[src/rtl/core/dfmi_pkg.sv]
package dfmi_pkg;

    // Filter length and derived widths
    localparam int TAPS    = 11;
    localparam int TAP_AW  = (TAPS > 1) ? $clog2(TAPS) : 1;
    localparam int FILL_W  = $clog2(TAPS + 1);
    localparam int MAC_KW  = $clog2(TAPS + 2);

    // Fixed field and datapath widths
    localparam int FREQ_W  = 16;
    localparam int CFG_W   = 16;
    localparam int DIFF_W  = 18;
    localparam int TAP_W   = 16;
    localparam int MUL_AW  = 18;
    localparam int MUL_BW  = 17;
    localparam int PROD_W  = MUL_AW + MUL_BW;
    localparam int ACC_W   = 36;
    localparam int RATE_W  = 16;
    localparam int VOL_W   = 32;
    localparam int CFG_AW  = 3;

    // Operation codes carried in s_tuser
    localparam logic [1:0] OP_SAMPLE    = 2'd0;
    localparam logic [1:0] OP_NO_SAMPLE = 2'd1;
    localparam logic [1:0] OP_CLR_VOL   = 2'd2;

    // Configuration register indexes
    localparam logic [CFG_AW-1:0] REG_OFF_THR   = 3'd0;
    localparam logic [CFG_AW-1:0] REG_ON_THR    = 3'd1;
    localparam logic [CFG_AW-1:0] REG_REJECT    = 3'd2;
    localparam logic [CFG_AW-1:0] REG_IN_GAIN   = 3'd3;
    localparam logic [CFG_AW-1:0] REG_RET_GAIN  = 3'd4;
    localparam logic [CFG_AW-1:0] REG_TIME_STEP = 3'd5;

    // Sequencer states
    typedef enum logic [3:0] {
        ST_IDLE,
        ST_EVAL,
        ST_SCALE_RET,
        ST_WRITE,
        ST_MAC,
        ST_ROUND,
        ST_VOL_MUL,
        ST_VOL_ADD,
        ST_FINISH
    } state_t;

    // Q1.15 low-pass taps, tap k weighs the k-th newest sample
    function automatic logic signed [TAP_W-1:0] tap_coef(input logic [TAP_AW-1:0] idx);
        logic signed [TAP_W-1:0] c;
        case (int'(idx))
            0:       c = -16'sd582;
            1:       c = -16'sd766;
            2:       c = 16'sd715;
            3:       c = 16'sd4454;
            4:       c = 16'sd8776;
            5:       c = 16'sd10714;
            6:       c = 16'sd8776;
            7:       c = 16'sd4454;
            8:       c = 16'sd715;
            9:       c = -16'sd766;
            10:      c = -16'sd582;
            default: c = '0;
        endcase
        return c;
    endfunction

endpackage

[src/rtl/core/dfmi_ram.sv]
// Single write port, single registered read port
module dfmi_ram #(
    parameter int WIDTH = 18,
    parameter int DEPTH = 11
) (
    input  logic                                   aclk,
    input  logic                                   we,
    input  logic [((DEPTH > 1) ? $clog2(DEPTH) : 1)-1:0] waddr,
    input  logic [WIDTH-1:0]                       wdata,
    input  logic                                   re,
    input  logic [((DEPTH > 1) ? $clog2(DEPTH) : 1)-1:0] raddr,
    output logic [WIDTH-1:0]                       rdata
);

    logic [WIDTH-1:0] mem [DEPTH];

    always_ff @(posedge aclk) begin
        if (we) begin
            mem[waddr] <= wdata;
        end
        if (re) begin
            rdata <= mem[raddr];
        end
    end

endmodule

[src/rtl/core/dual_flow_meter_integrator.sv]
// Accept to m_tvalid: no-sample, volume clear, unused and rejected ops pass EVAL and FINISH; a
// sample while the delay line fills passes EVAL, SCALE_RET, WRITE, FINISH; a filtered sample adds
// MAC, ROUND, VOL_MUL, VOL_ADD before FINISH. One item at a time: the next transfer is taken no
// earlier than the cycle after the result is registered; a filtered sample is paced by the single
// shared multiplier walking the delay-line RAM one tap per cycle. Reset (aresetn low, synchronous)
// clears flags, rate, volume, fill count and restores register defaults; RAM needs no clearing.
module dual_flow_meter_integrator
    import dfmi_pkg::*;
(
    input  logic              aclk,
    input  logic              aresetn,
    // input stream
    input  logic              s_tvalid,
    output logic              s_tready,
    input  logic [31:0]       s_tdata,   // [15:0] inlet_freq, [31:16] return_freq
    input  logic [1:0]        s_tuser,   // [1:0] op
    // result stream
    output logic              m_tvalid,
    input  logic              m_tready,
    output logic [55:0]       m_tdata,   // [15:0] flow_rate, [47:16] flow_volume, [48] flowing
    output logic [0:0]        m_tuser,   // [0] rate_valid
    // configuration writes
    input  logic              cfg_valid,
    output logic              cfg_ready,
    input  logic [CFG_AW-1:0] cfg_addr,
    input  logic [CFG_W-1:0]  cfg_data
);

    // Control state
    state_t                    state_reg, state_next;
    logic [TAP_AW-1:0]         head_reg, head_next;
    logic [TAP_AW-1:0]         rptr_reg, rptr_next;
    logic [FILL_W-1:0]         fill_reg, fill_next;
    logic [MAC_KW-1:0]         k_reg, k_next;
    logic                      flowing_reg, flowing_next;
    logic                      valid_reg, valid_next;
    logic signed [RATE_W-1:0]  rate_reg, rate_next;
    logic signed [VOL_W-1:0]   volume_reg, volume_next;
    logic                      m_tvalid_reg, m_tvalid_next;

    // Configuration registers
    logic [CFG_W-1:0] off_thr_reg, on_thr_reg, reject_reg;
    logic [CFG_W-1:0] in_gain_reg, ret_gain_reg, tstep_reg;

    // Item and datapath registers
    logic [1:0]                op_reg;
    logic [FREQ_W-1:0]         fin_reg, fret_reg;
    logic [FREQ_W:0]           scaled_in_reg, scaled_in_next;
    logic signed [PROD_W-1:0]  prod_reg;
    logic signed [ACC_W-1:0]   acc_reg, acc_next;
    logic [55:0]               m_tdata_reg;
    logic                      m_tuser_reg;

    // Shared multiplier operands
    logic signed [MUL_AW-1:0]  mul_a;
    logic signed [MUL_BW-1:0]  mul_b;

    // RAM port
    logic                      ram_we, ram_re;
    logic [DIFF_W-1:0]         ram_wdata, ram_rdata;
    logic [TAP_AW-1:0]         ram_raddr;

    // Arithmetic helpers
    logic signed [PROD_W-1:0]  prod_round;
    logic [FREQ_W:0]           scaled_ret;
    logic signed [ACC_W-1:0]   acc_round;
    logic signed [ACC_W-16:0]  rate_wide;
    logic signed [PROD_W-17:0] vol_delta;
    logic signed [VOL_W:0]     vol_sum;
    logic [MAC_KW-1:0]         tap_k;
    logic [FILL_W-1:0]         fill_inc;

    assign s_tready  = (state_reg == ST_IDLE);
    assign cfg_ready = 1'b1;
    assign m_tvalid  = m_tvalid_reg;
    assign m_tdata   = m_tdata_reg;
    assign m_tuser   = m_tuser_reg;

    // Rounding taps off the registered product
    assign prod_round = prod_reg + PROD_W'(32768);
    assign scaled_ret = prod_round[FREQ_W+16:16];
    assign vol_delta  = prod_round[PROD_W-1:16];
    assign acc_round  = acc_reg + ACC_W'(16384);
    assign rate_wide  = acc_round[ACC_W-1:15];
    assign vol_sum    = {volume_reg[VOL_W-1], volume_reg}
                      + {{(VOL_W + 1 - (PROD_W - 16)){vol_delta[PROD_W-17]}}, vol_delta};
    assign tap_k      = k_reg - MAC_KW'(1);
    assign fill_inc   = (fill_reg < FILL_W'(TAPS)) ? fill_reg + FILL_W'(1) : fill_reg;

    dfmi_ram #(
        .WIDTH (DIFF_W),
        .DEPTH (TAPS)
    ) u_delay_ram (
        .aclk  (aclk),
        .we    (ram_we),
        .waddr (head_next),
        .wdata (ram_wdata),
        .re    (ram_re),
        .raddr (ram_raddr),
        .rdata (ram_rdata)
    );

    // Next state and datapath control
    always_comb begin
        state_next     = state_reg;
        head_next      = head_reg;
        rptr_next      = rptr_reg;
        fill_next      = fill_reg;
        k_next         = k_reg;
        flowing_next   = flowing_reg;
        valid_next     = valid_reg;
        rate_next      = rate_reg;
        volume_next    = volume_reg;
        m_tvalid_next  = m_tvalid_reg;
        scaled_in_next = scaled_in_reg;
        acc_next       = acc_reg;
        mul_a          = '0;
        mul_b          = '0;
        ram_we         = 1'b0;
        ram_re         = 1'b0;
        ram_raddr      = rptr_reg;
        ram_wdata      = DIFF_W'({1'b0, scaled_in_reg}) - DIFF_W'({1'b0, scaled_ret});

        // result register drains independently
        if (m_tvalid_reg && m_tready) begin
            m_tvalid_next = 1'b0;
        end

        case (state_reg)
            ST_IDLE: begin
                if (s_tvalid) begin
                    state_next = ST_EVAL;
                end
            end

            ST_EVAL: begin
                state_next = ST_FINISH;
                case (op_reg)
                    OP_SAMPLE: begin
                        if (fin_reg < reject_reg) begin
                            if (flowing_reg && fin_reg < off_thr_reg) begin
                                flowing_next = 1'b0;
                            end else if (!flowing_reg && fin_reg > on_thr_reg) begin
                                flowing_next = 1'b1;
                            end
                            mul_a      = MUL_AW'({2'b00, fin_reg});
                            mul_b      = MUL_BW'({1'b0, in_gain_reg});
                            state_next = ST_SCALE_RET;
                        end
                    end
                    OP_NO_SAMPLE: begin
                        valid_next   = 1'b0;
                        flowing_next = 1'b0;
                    end
                    OP_CLR_VOL: begin
                        volume_next = '0;
                    end
                    default: begin
                    end
                endcase
            end

            ST_SCALE_RET: begin
                scaled_in_next = scaled_ret;
                mul_a          = MUL_AW'({2'b00, fret_reg});
                mul_b          = MUL_BW'({1'b0, ret_gain_reg});
                state_next     = ST_WRITE;
            end

            // write the new difference at the advanced head
            ST_WRITE: begin
                head_next = (head_reg == TAP_AW'(TAPS - 1)) ? '0 : head_reg + TAP_AW'(1);
                ram_we    = 1'b1;
                fill_next = fill_inc;
                rptr_next = head_next;
                k_next    = '0;
                acc_next  = '0;
                if (fill_inc == FILL_W'(TAPS)) begin
                    state_next = ST_MAC;
                end else begin
                    state_next = ST_FINISH;
                end
            end

            // read newest-first, multiply in the next cycle, accumulate in the cycle after that
            ST_MAC: begin
                if (k_reg < MAC_KW'(TAPS)) begin
                    ram_re    = 1'b1;
                    rptr_next = (rptr_reg == '0) ? TAP_AW'(TAPS - 1) : rptr_reg - TAP_AW'(1);
                end
                if (k_reg >= MAC_KW'(1)) begin
                    mul_a = ram_rdata;
                    mul_b = MUL_BW'(tap_coef(tap_k[TAP_AW-1:0]));
                end
                if (k_reg >= MAC_KW'(2)) begin
                    acc_next = acc_reg + ACC_W'(prod_reg);
                end
                k_next = k_reg + MAC_KW'(1);
                if (k_reg == MAC_KW'(TAPS + 1)) begin
                    state_next = ST_ROUND;
                end
            end

            ST_ROUND: begin
                if (rate_wide > (ACC_W-15)'(32767)) begin
                    rate_next = 16'sh7FFF;
                end else if (rate_wide < -(ACC_W-15)'(32768)) begin
                    rate_next = 16'sh8000;
                end else begin
                    rate_next = rate_wide[RATE_W-1:0];
                end
                state_next = ST_VOL_MUL;
            end

            ST_VOL_MUL: begin
                mul_a      = MUL_AW'(rate_reg);
                mul_b      = MUL_BW'({1'b0, tstep_reg});
                state_next = ST_VOL_ADD;
            end

            // saturating volume update
            ST_VOL_ADD: begin
                if (vol_sum[VOL_W] != vol_sum[VOL_W-1]) begin
                    volume_next = vol_sum[VOL_W] ? {1'b1, {(VOL_W-1){1'b0}}}
                                                 : {1'b0, {(VOL_W-1){1'b1}}};
                end else begin
                    volume_next = vol_sum[VOL_W-1:0];
                end
                valid_next = 1'b1;
                state_next = ST_FINISH;
            end

            ST_FINISH: begin
                if (!m_tvalid_reg || m_tready) begin
                    m_tvalid_next = 1'b1;
                    state_next    = ST_IDLE;
                end
            end

            default: begin
                state_next = ST_IDLE;
            end
        endcase
    end

    // Control and state registers
    always_ff @(posedge aclk) begin
        if (!aresetn) begin
            state_reg    <= ST_IDLE;
            head_reg     <= '0;
            rptr_reg     <= '0;
            fill_reg     <= '0;
            k_reg        <= '0;
            flowing_reg  <= 1'b0;
            valid_reg    <= 1'b0;
            rate_reg     <= '0;
            volume_reg   <= '0;
            m_tvalid_reg <= 1'b0;
        end else begin
            state_reg    <= state_next;
            head_reg     <= head_next;
            rptr_reg     <= rptr_next;
            fill_reg     <= fill_next;
            k_reg        <= k_next;
            flowing_reg  <= flowing_next;
            valid_reg    <= valid_next;
            rate_reg     <= rate_next;
            volume_reg   <= volume_next;
            m_tvalid_reg <= m_tvalid_next;
        end
    end

    // Configuration registers
    always_ff @(posedge aclk) begin
        if (!aresetn) begin
            off_thr_reg  <= 16'd64;
            on_thr_reg   <= 16'd320;
            reject_reg   <= 16'd19200;
            in_gain_reg  <= 16'd8192;
            ret_gain_reg <= 16'd9101;
            tstep_reg    <= 16'd6554;
        end else if (cfg_valid && cfg_ready) begin
            case (cfg_addr)
                REG_OFF_THR:   off_thr_reg  <= cfg_data;
                REG_ON_THR:    on_thr_reg   <= cfg_data;
                REG_REJECT:    reject_reg   <= cfg_data;
                REG_IN_GAIN:   in_gain_reg  <= cfg_data;
                REG_RET_GAIN:  ret_gain_reg <= cfg_data;
                REG_TIME_STEP: tstep_reg    <= cfg_data;
                default: begin
                end
            endcase
        end
    end

    // Payload registers
    always_ff @(posedge aclk) begin
        prod_reg      <= mul_a * mul_b;
        acc_reg       <= acc_next;
        scaled_in_reg <= scaled_in_next;
        if (s_tvalid && s_tready) begin
            op_reg   <= s_tuser;
            fin_reg  <= s_tdata[15:0];
            fret_reg <= s_tdata[31:16];
        end
        if (state_reg == ST_FINISH && (!m_tvalid_reg || m_tready)) begin
            m_tdata_reg <= {7'd0, flowing_reg, volume_reg, rate_reg};
            m_tuser_reg <= valid_reg;
        end
    end

    // Fill count saturates at the filter length
    a_fill_bound: assert property (@(posedge aclk) disable iff (!aresetn)
        fill_reg <= FILL_W'(TAPS))
        else $error("fill count beyond filter length");

    // A valid rate only exists once the delay line is full
    a_valid_full: assert property (@(posedge aclk) disable iff (!aresetn)
        valid_reg |-> (fill_reg == FILL_W'(TAPS)))
        else $error("rate valid before delay line full");

    // Tap sweep never runs past its drain cycle
    a_mac_bound: assert property (@(posedge aclk) disable iff (!aresetn)
        (state_reg == ST_MAC) |-> (k_reg <= MAC_KW'(TAPS + 1)))
        else $error("tap counter overrun");

    // A new result only appears from the finish step
    a_result_src: assert property (@(posedge aclk) disable iff (!aresetn)
        $rose(m_tvalid_reg) |-> $past(state_reg == ST_FINISH))
        else $error("result raised outside finish step");

    // Input is refused while an item is in progress
    a_one_item: assert property (@(posedge aclk) disable iff (!aresetn)
        (state_reg != ST_IDLE) |-> !s_tready)
        else $error("input taken while busy");

endmodule

[config.mk]
export PLATFORM = sky130hd
export DESIGN_NAME = dual_flow_meter_integrator
export DESIGN_NICKNAME = d
export VERILOG_FILES = /design/src/rtl/core/dfmi_pkg.sv /design/src/rtl/core/dfmi_ram.sv /design/src/rtl/core/dual_flow_meter_integrator.sv
export SDC_FILE = /design/constraint.sdc
export NUM_CORES = 2
export LEC_CHECK = 0
export BUFFER_PORTS_ARGS = -buffer_cell sky130_fd_sc_hd__buf_2
export CAP_MARGIN = 0
export CORE_MARGIN = 4
export CORE_UTILIZATION = 35
export CTS_CLUSTER_SIZE = 14
export DETAILED_ROUTE_END_ITERATION = 12
export GPL_ROUTABILITY_DRIVEN = 1
export PLACE_DENSITY_LB_ADDON = 0.12
export SETUP_SLACK_MARGIN = 0.4
export SLEW_MARGIN = 10
export SYNTH_ARGS = -nofsm -noshare
export SYNTH_HDL_FRONTEND = slang
export SYNTH_SLANG_ARGS = --single-unit
[constraint.sdc]
create_clock -name aclk -period 16.7 [get_ports aclk]
set_input_delay 0.835 -clock aclk [delete_from_list [all_inputs] [get_ports aclk]]
set_output_delay 0.835 -clock aclk [all_outputs]
set_load 0.01 [all_outputs]
Word-level counts from Yosys, hierarchy flattened:

Memories as Yosys holds them, arrays and structs flattened. A register that Yosys moved wholly into a read port is not among the register bits.
Index checks and enable logic that the tools add are counted.
Widths: inputs -> output; s select.

* order comparisons: 9
* equal/unequal tests: 28
* reduce and logical (&&, ||, !) cells: 27
* mux-type cells: 44
* multipliers: 1
* $add $sub $neg: 10

Operators with widths (number)
* $mux 16: 6
* $mux 32: 3
* $pmux 18 s4: 1
* $pmux 36 s2: 1
* $pmux 17 s4: 1
* $pmux 32 s2: 1
* $mux 4: 11
* $add 36x16->36 const B: 1
* $add 36x35->36: 1
* $mux 36: 1
* $pmux 4 s9: 1
* $add 35x17->35 const B: 1
* $mul 18x17->35: 1
* $add 32x19->33: 1
* $lt 16x16->1: 2
* $gt 21x16->1 const B: 1
* $lt 21x16->1 const B: 1
* $reduce_and 2->1: 10
* $mux 18: 1
* $sub 17x17->18: 1
* $mux 17: 1
* $eq 4x3->1 const B: 4
* $eq 4x4->1 const B: 4
* $gt 16x16->1: 1
* other kinds (28): 62

* ROM bits: 256
* output and inout port bits: 60
* memory bits (writable): 198
* flip-flop bits (word level): 339
* memories: 2

Memory list
* (no name shown): depth 16, width 16, rd ports 1, clocked after Yosys merged registers in 0, wr ports 0, RTL line dfmi_pkg.sv:51 `case (int'(idx))`
* u_delay_ram.mem: depth 11, width 18, rd ports 1, clocked after Yosys merged registers in 1, wr ports 1, RTL line dfmi_ram.sv:15 `logic [WIDTH-1:0] mem [DEPTH];`

Logic depth before layout (Yosys ltp):

* depth after elaboration: 6
* gate-level depth with buffers: 37
* gate-level depth less buffers: 34

Hierarchy:

Synthesis repeated with hierarchy kept, for this count alone.

* cells, all modules: 3694
* area, all modules: 38072.8 um^2

By module, submodules not included
* dual_flow_meter_integrator: area each 29600.9 um^2, cells each 3253, instances 1, sequential area each 8157.8 um^2
* dfmi_ram: area each 8471.9 um^2, cells each 441, instances 1, sequential area each 6486.2 um^2

Least setup slack after synthesis:

OpenSTA, ideal clock, no wires.

* path type: reg2reg
* start: register fin_reg[1]
* end: register prod_reg[33]
* clock period less this slack: 8.105 ns
* path buffers: 2
* required time: 16.628 ns
* cell stages (with the launch flop): 34
* slack: 8.595 ns
* arrival: 8.034 ns
* library setup time: 0.072 ns
* path through: edfxtp_1 ha_1 a21o_1 a21o_1 a21oi_1 o21ai_1 a2111oi_2 o31ai_2 nor3b_4 buf_4 buf_4 a221oi_2 nor2_1 fa_1 inv_1 fa_1 fa_1 fa_1 inv_1 fa_1 inv_1 fa_1 inv_1 ha_1 o21ai_0 a22oi_1 nand3_1 o21a_1 o41ai_1 a41o_1 o31a_1 o21ai_0 o31ai_1 xor2_1

* longest elaborated chain between the ends: 5
* elaborated cells between the ends (all ways): 8

RTL lines
* from (decl): RTL line dual_flow_meter_integrator.sv:47 `logic [FREQ_W-1:0] fin_reg, fret_reg;`
* from (signal assigned): RTL line dual_flow_meter_integrator.sv:303 `fin_reg <= s_tdata[15:0];`
* $lt 16x16->1: RTL line dual_flow_meter_integrator.sv:140 `if (fin_reg < reject_reg) begin`
* $mux 16: RTL line dual_flow_meter_integrator.sv:140
* $mux 16: RTL line dual_flow_meter_integrator.sv:138 `case (op_reg)`
* $pmux 18 s4 / $pmux 17 s4 (equally long branches): RTL line dual_flow_meter_integrator.sv:129 `case (state_reg)`
* $mul 18x17->35 (*): RTL line dual_flow_meter_integrator.sv:298 `prod_reg <= mul_a * mul_b;`
* to (signal assigned): RTL line dual_flow_meter_integrator.sv:298
* to (decl): RTL line dual_flow_meter_integrator.sv:49 `logic signed [PROD_W-1:0] prod_reg;`

Every way passes the cells marked *; elsewhere a longest branch is shown, timed or not.
A chain may end at the register's enable or synchronous reset.

Worst setup path in the final report:

Same ends and word-level chain as after synthesis.

==> summary.txt <==
Run status
  – Status: finished, final reports clean

Worst setup path
  – CP Data Required Time: between 15 and 20 ns
  – Worst reg2reg startpoint: fin_reg[1]$_DFFE_PP_
  – Slowest CP cell: a221oi_2
  – CP startpoint: fin_reg[1]$_DFFE_PP_
  – Path depth of the worst reg2reg path: 32
  – CP startpoint kind: flip-flop
  – Most frequent CP cell: fa_1
  – R2r setup slk: about 6.7 ns
  – Worst R2R End: prod_reg[33]$_DFF_P_
  – Crit path to: prod_reg[33]$_DFF_P_
  – Crit Path Max Fanout: between 50 and 60
  – CP max stage delay: 1.10 ns
  – Crit path arrival time: around 11 ns
  – Setup CP Type: reg -> reg
  – Critical Path End Type: flip-flop

STA
  – PnR worst setup slack: 6.65 ns
  – Relative slew slack: around 18%
  – Sum Neg Setup Slack: 0 ns
  – RSZ-0062 raised after global routing: no
  – Final slew viol count: 0
  – Post-layout min period: about 10 ns
  – Worst-Margin Slew: roughly 1.2 ns
  – Final setup violation count: 0
  – Max frequency: approximately 100 MHz
  – Final period util: between 60% and 70%
  – Hold Vio Cnt, Final: 0
  – Final Skew: roughly 0.036 ns

Finish
  – Number of fill cells in the layout: 10.5k
  – Max FFs per register: between 150 and 200
  – Register area: 14700 um^2
  – Nets: 4328
  – Area occupied by multi-input gates: 21200 um^2
  – Diode count: 0
  – Share of cells above drive strength 1: under 10%
  – Area Growth Syn to Fin: 11.8%
  – Non-Filler Instances: ~5.2k

Clock network
  – CTS tree: built
  – Post-CTS sizing: 0
  – CTS buffer count: between 60 and 70
  – Skew-Pair Late Insertion Delay: around 0.64 ns
  – Clk sinks: between 500 and 600
  – Clk root buf: clkbuf_16
  – Post-CTS setup buffer count: 0
  – Clk buf depth: 3
  – Cts-stage hold buffer count: 0
  – Htree depth: 3
  – Clock-pin slew on the worst setup and hold paths: ~0.06 ns

Global routing
  – Vias in the first global route: approximately 27k
  – Pin count of the biggest net entering global routing: 74
  – Grt total ovfl: 0
  – Global-route wire length before repair: 174000 um
  – Initial antenna violation count: 2
  – GRT Util Overall: around a fifth

Synth
  – Commonest cells post-synth: inv_1 (454), nand2_1 (386), nor2_1 (368)
  – Synth Instances: 3634
  – Mean Syn Cell Area: approximately 10 um^2
  – Sequential area share after synthesis: between 30% and 40%
  – Area share of the largest cell type after synthesis: roughly 28%
  – Top-count cell post-synth: inv_1
  – Top cell type by total area after synthesis: edfxtp_1
  – Main area contributors after synthesis: edfxtp_1 (28%), fa_1 (17%), dfxtp_1 (11%)
  – Yosys reg bits: 555
  – Yosys warns: 0
  – Yosys cell types: between 90 and 100
  – EDFF count, synth: 353
  – Most used DFF post-synth: edfxtp_1
  – Ys async rst share: 0%
  – Mapped Area: approximately 38000 um^2

Floorplanning
  – DIE AREA: 114000 um^2
  – Die Y: ~340 um
  – Floorplan row count: 120
  – # IOs: around 120
  – Core Region: 108000 um^2
  – Initial Util: 35.4%
  – Die X: around 340 um

Placement
  – Post-DP HPWL: around 84000 um
  – Port Buffers: 109
  – Placed Cells: 5059
  – Pre-CTS WS: approximately 6.9 ns
  – Placer Congestion: about 0.86

Detailed routing
  – Post-route ant nets: 0
  – Vias per std cell: between 5 and 6
  – Routed via count: about 27k
  – Routed WL: between 100000 and 150000 um
  – DRC marker count from the first detailed-route iteration: 1541
  – Routed wire length per instance: about 22 um
  – First-pass DRT Iterations: 5
  – Remaining DRCs: 0

Flow run
  – Max-Cap Viols: 0

Pwr
  – PD cells: roughly 75 nW/um^2
  – Total power: around 3.2 mW
  – Leak pwr: ~18 nW
  – Peak supply drop: a little under 0.09 mV

Min path
  – Hold Crit Class: in -> reg
[cell families after synthesis]
family / Yosys count / share of synthesized area [%]
buffers and inverters: 596 / 6.21
other: 2 / 0.0197
AO/OA/AOI/OAI: 649 / 12.1
adder cells (fa/ha/maj): 544 / 24.1
multiplexers: 107 / 4.00
flip-flops: 555 / 38.4
AND/OR/NAND/NOR: 1037 / 11.9
XOR/XNOR: 144 / 3.31
[metrics by stage]
stage / utilization [%] / hold WS (ns) / area [um^2]
after floorplan: - / 0.409 / 38100
after CTS: 39.6 / 0.334 / 42600
after global routing: 39.6 / 0.343 / 42600
after global placement: 37.4 / 0.435 / 40300
final: 39.6 / 0.373 / 42600
after detailed placement: 37.4 / 0.430 / 40300
[layout make-up]
type,count,area share (%)
well taps,1403,4.12
clock buffers,87,4.26
repair buffers,158,2.15
multi-input cells,2489,49.8
inverters,454,4.00
flip-flops and latches,555,34.4
clock inverters,36,1.31
[critical path, delay by kind of cell, from the launching register on]
kind / cells / cell delay (ns)
flops: 1 / 0.52
fa+ha+maj: 8 / 3.85
compound gates: 15 / 4.48
simple gates: 3 / 0.35
xor+xnor: 1 / 0.17
buf+inv: 5 / 0.56
[placed cells by master (no fill, tap or decap), drive strengths merged, types with 13 or more instances in the layout]
cell and n:
ha 229, a221oi 23, clkinv 22, clkbuf 87, nor3 35, fa 315
o211ai 37, inv 458, and3 29, nand3 55, nor2b 28, nand4 14
nor2 369, o21ai 120, xor2 45, o21bai 15, mux4 36, xnor2 99
or2 23, a221o 43, a21boi 82, nand2 386, buf 158, edfxtp 353
a21oi 136, a21o 63, nand2b 44, and2 17, o21a 20, mux2i 67
a211oi 13, a31oi 15, dfxtp 202
[worst min path at each step]
| stage | startpoint | cells past startpoint | slack (ns) | to |
|---|---|---|---|---|
| final | s_tdata[5] | 1 | 0.37 | fin_reg[5]$_DFFE_PP_ |
| after global routing | s_tdata[5] | 1 | 0.34 | fin_reg[5]$_DFFE_PP_ |
| after CTS | s_tdata[31] | 1 | 0.33 | fret_reg[15]$_DFFE_PP_ |
| after detailed placement | valid_reg$_SDFFE_PN0P_ | 0 | 0.43 | m_tuser$_DFFE_PP_ |
| after global placement | valid_reg$_SDFFE_PN0P_ | 0 | 0.44 | m_tuser$_DFFE_PP_ |
| after floorplan | valid_reg$_SDFFE_PN0P_ | 0 | 0.41 | m_tuser$_DFFE_PP_ |
[routing by layer]
| metal | track usage, % | share of wire (%) | up-vias |
|---|---|---|---|
| met5 | 0 | 0 | - |
| met4 | 4.83 | 2.3 | 0 |
| met3 | 2.73 | 4.0 | 121 |
| met2 | 34.0 | 48 | 469 |
| met1 | 27.6 | 46 | 13400 |
| li1 | - | - | 12600 |
[report_power, final]
part / switching, mW / total [mW] / internal (mW)
Combinational: 0.0924 / 0.138 / 0.0452
Clock: 0.644 / 1.57 / 0.926
Sequential: 0.0215 / 1.50 / 1.47
No activity file was read; power rests on OpenSTA's default activity.
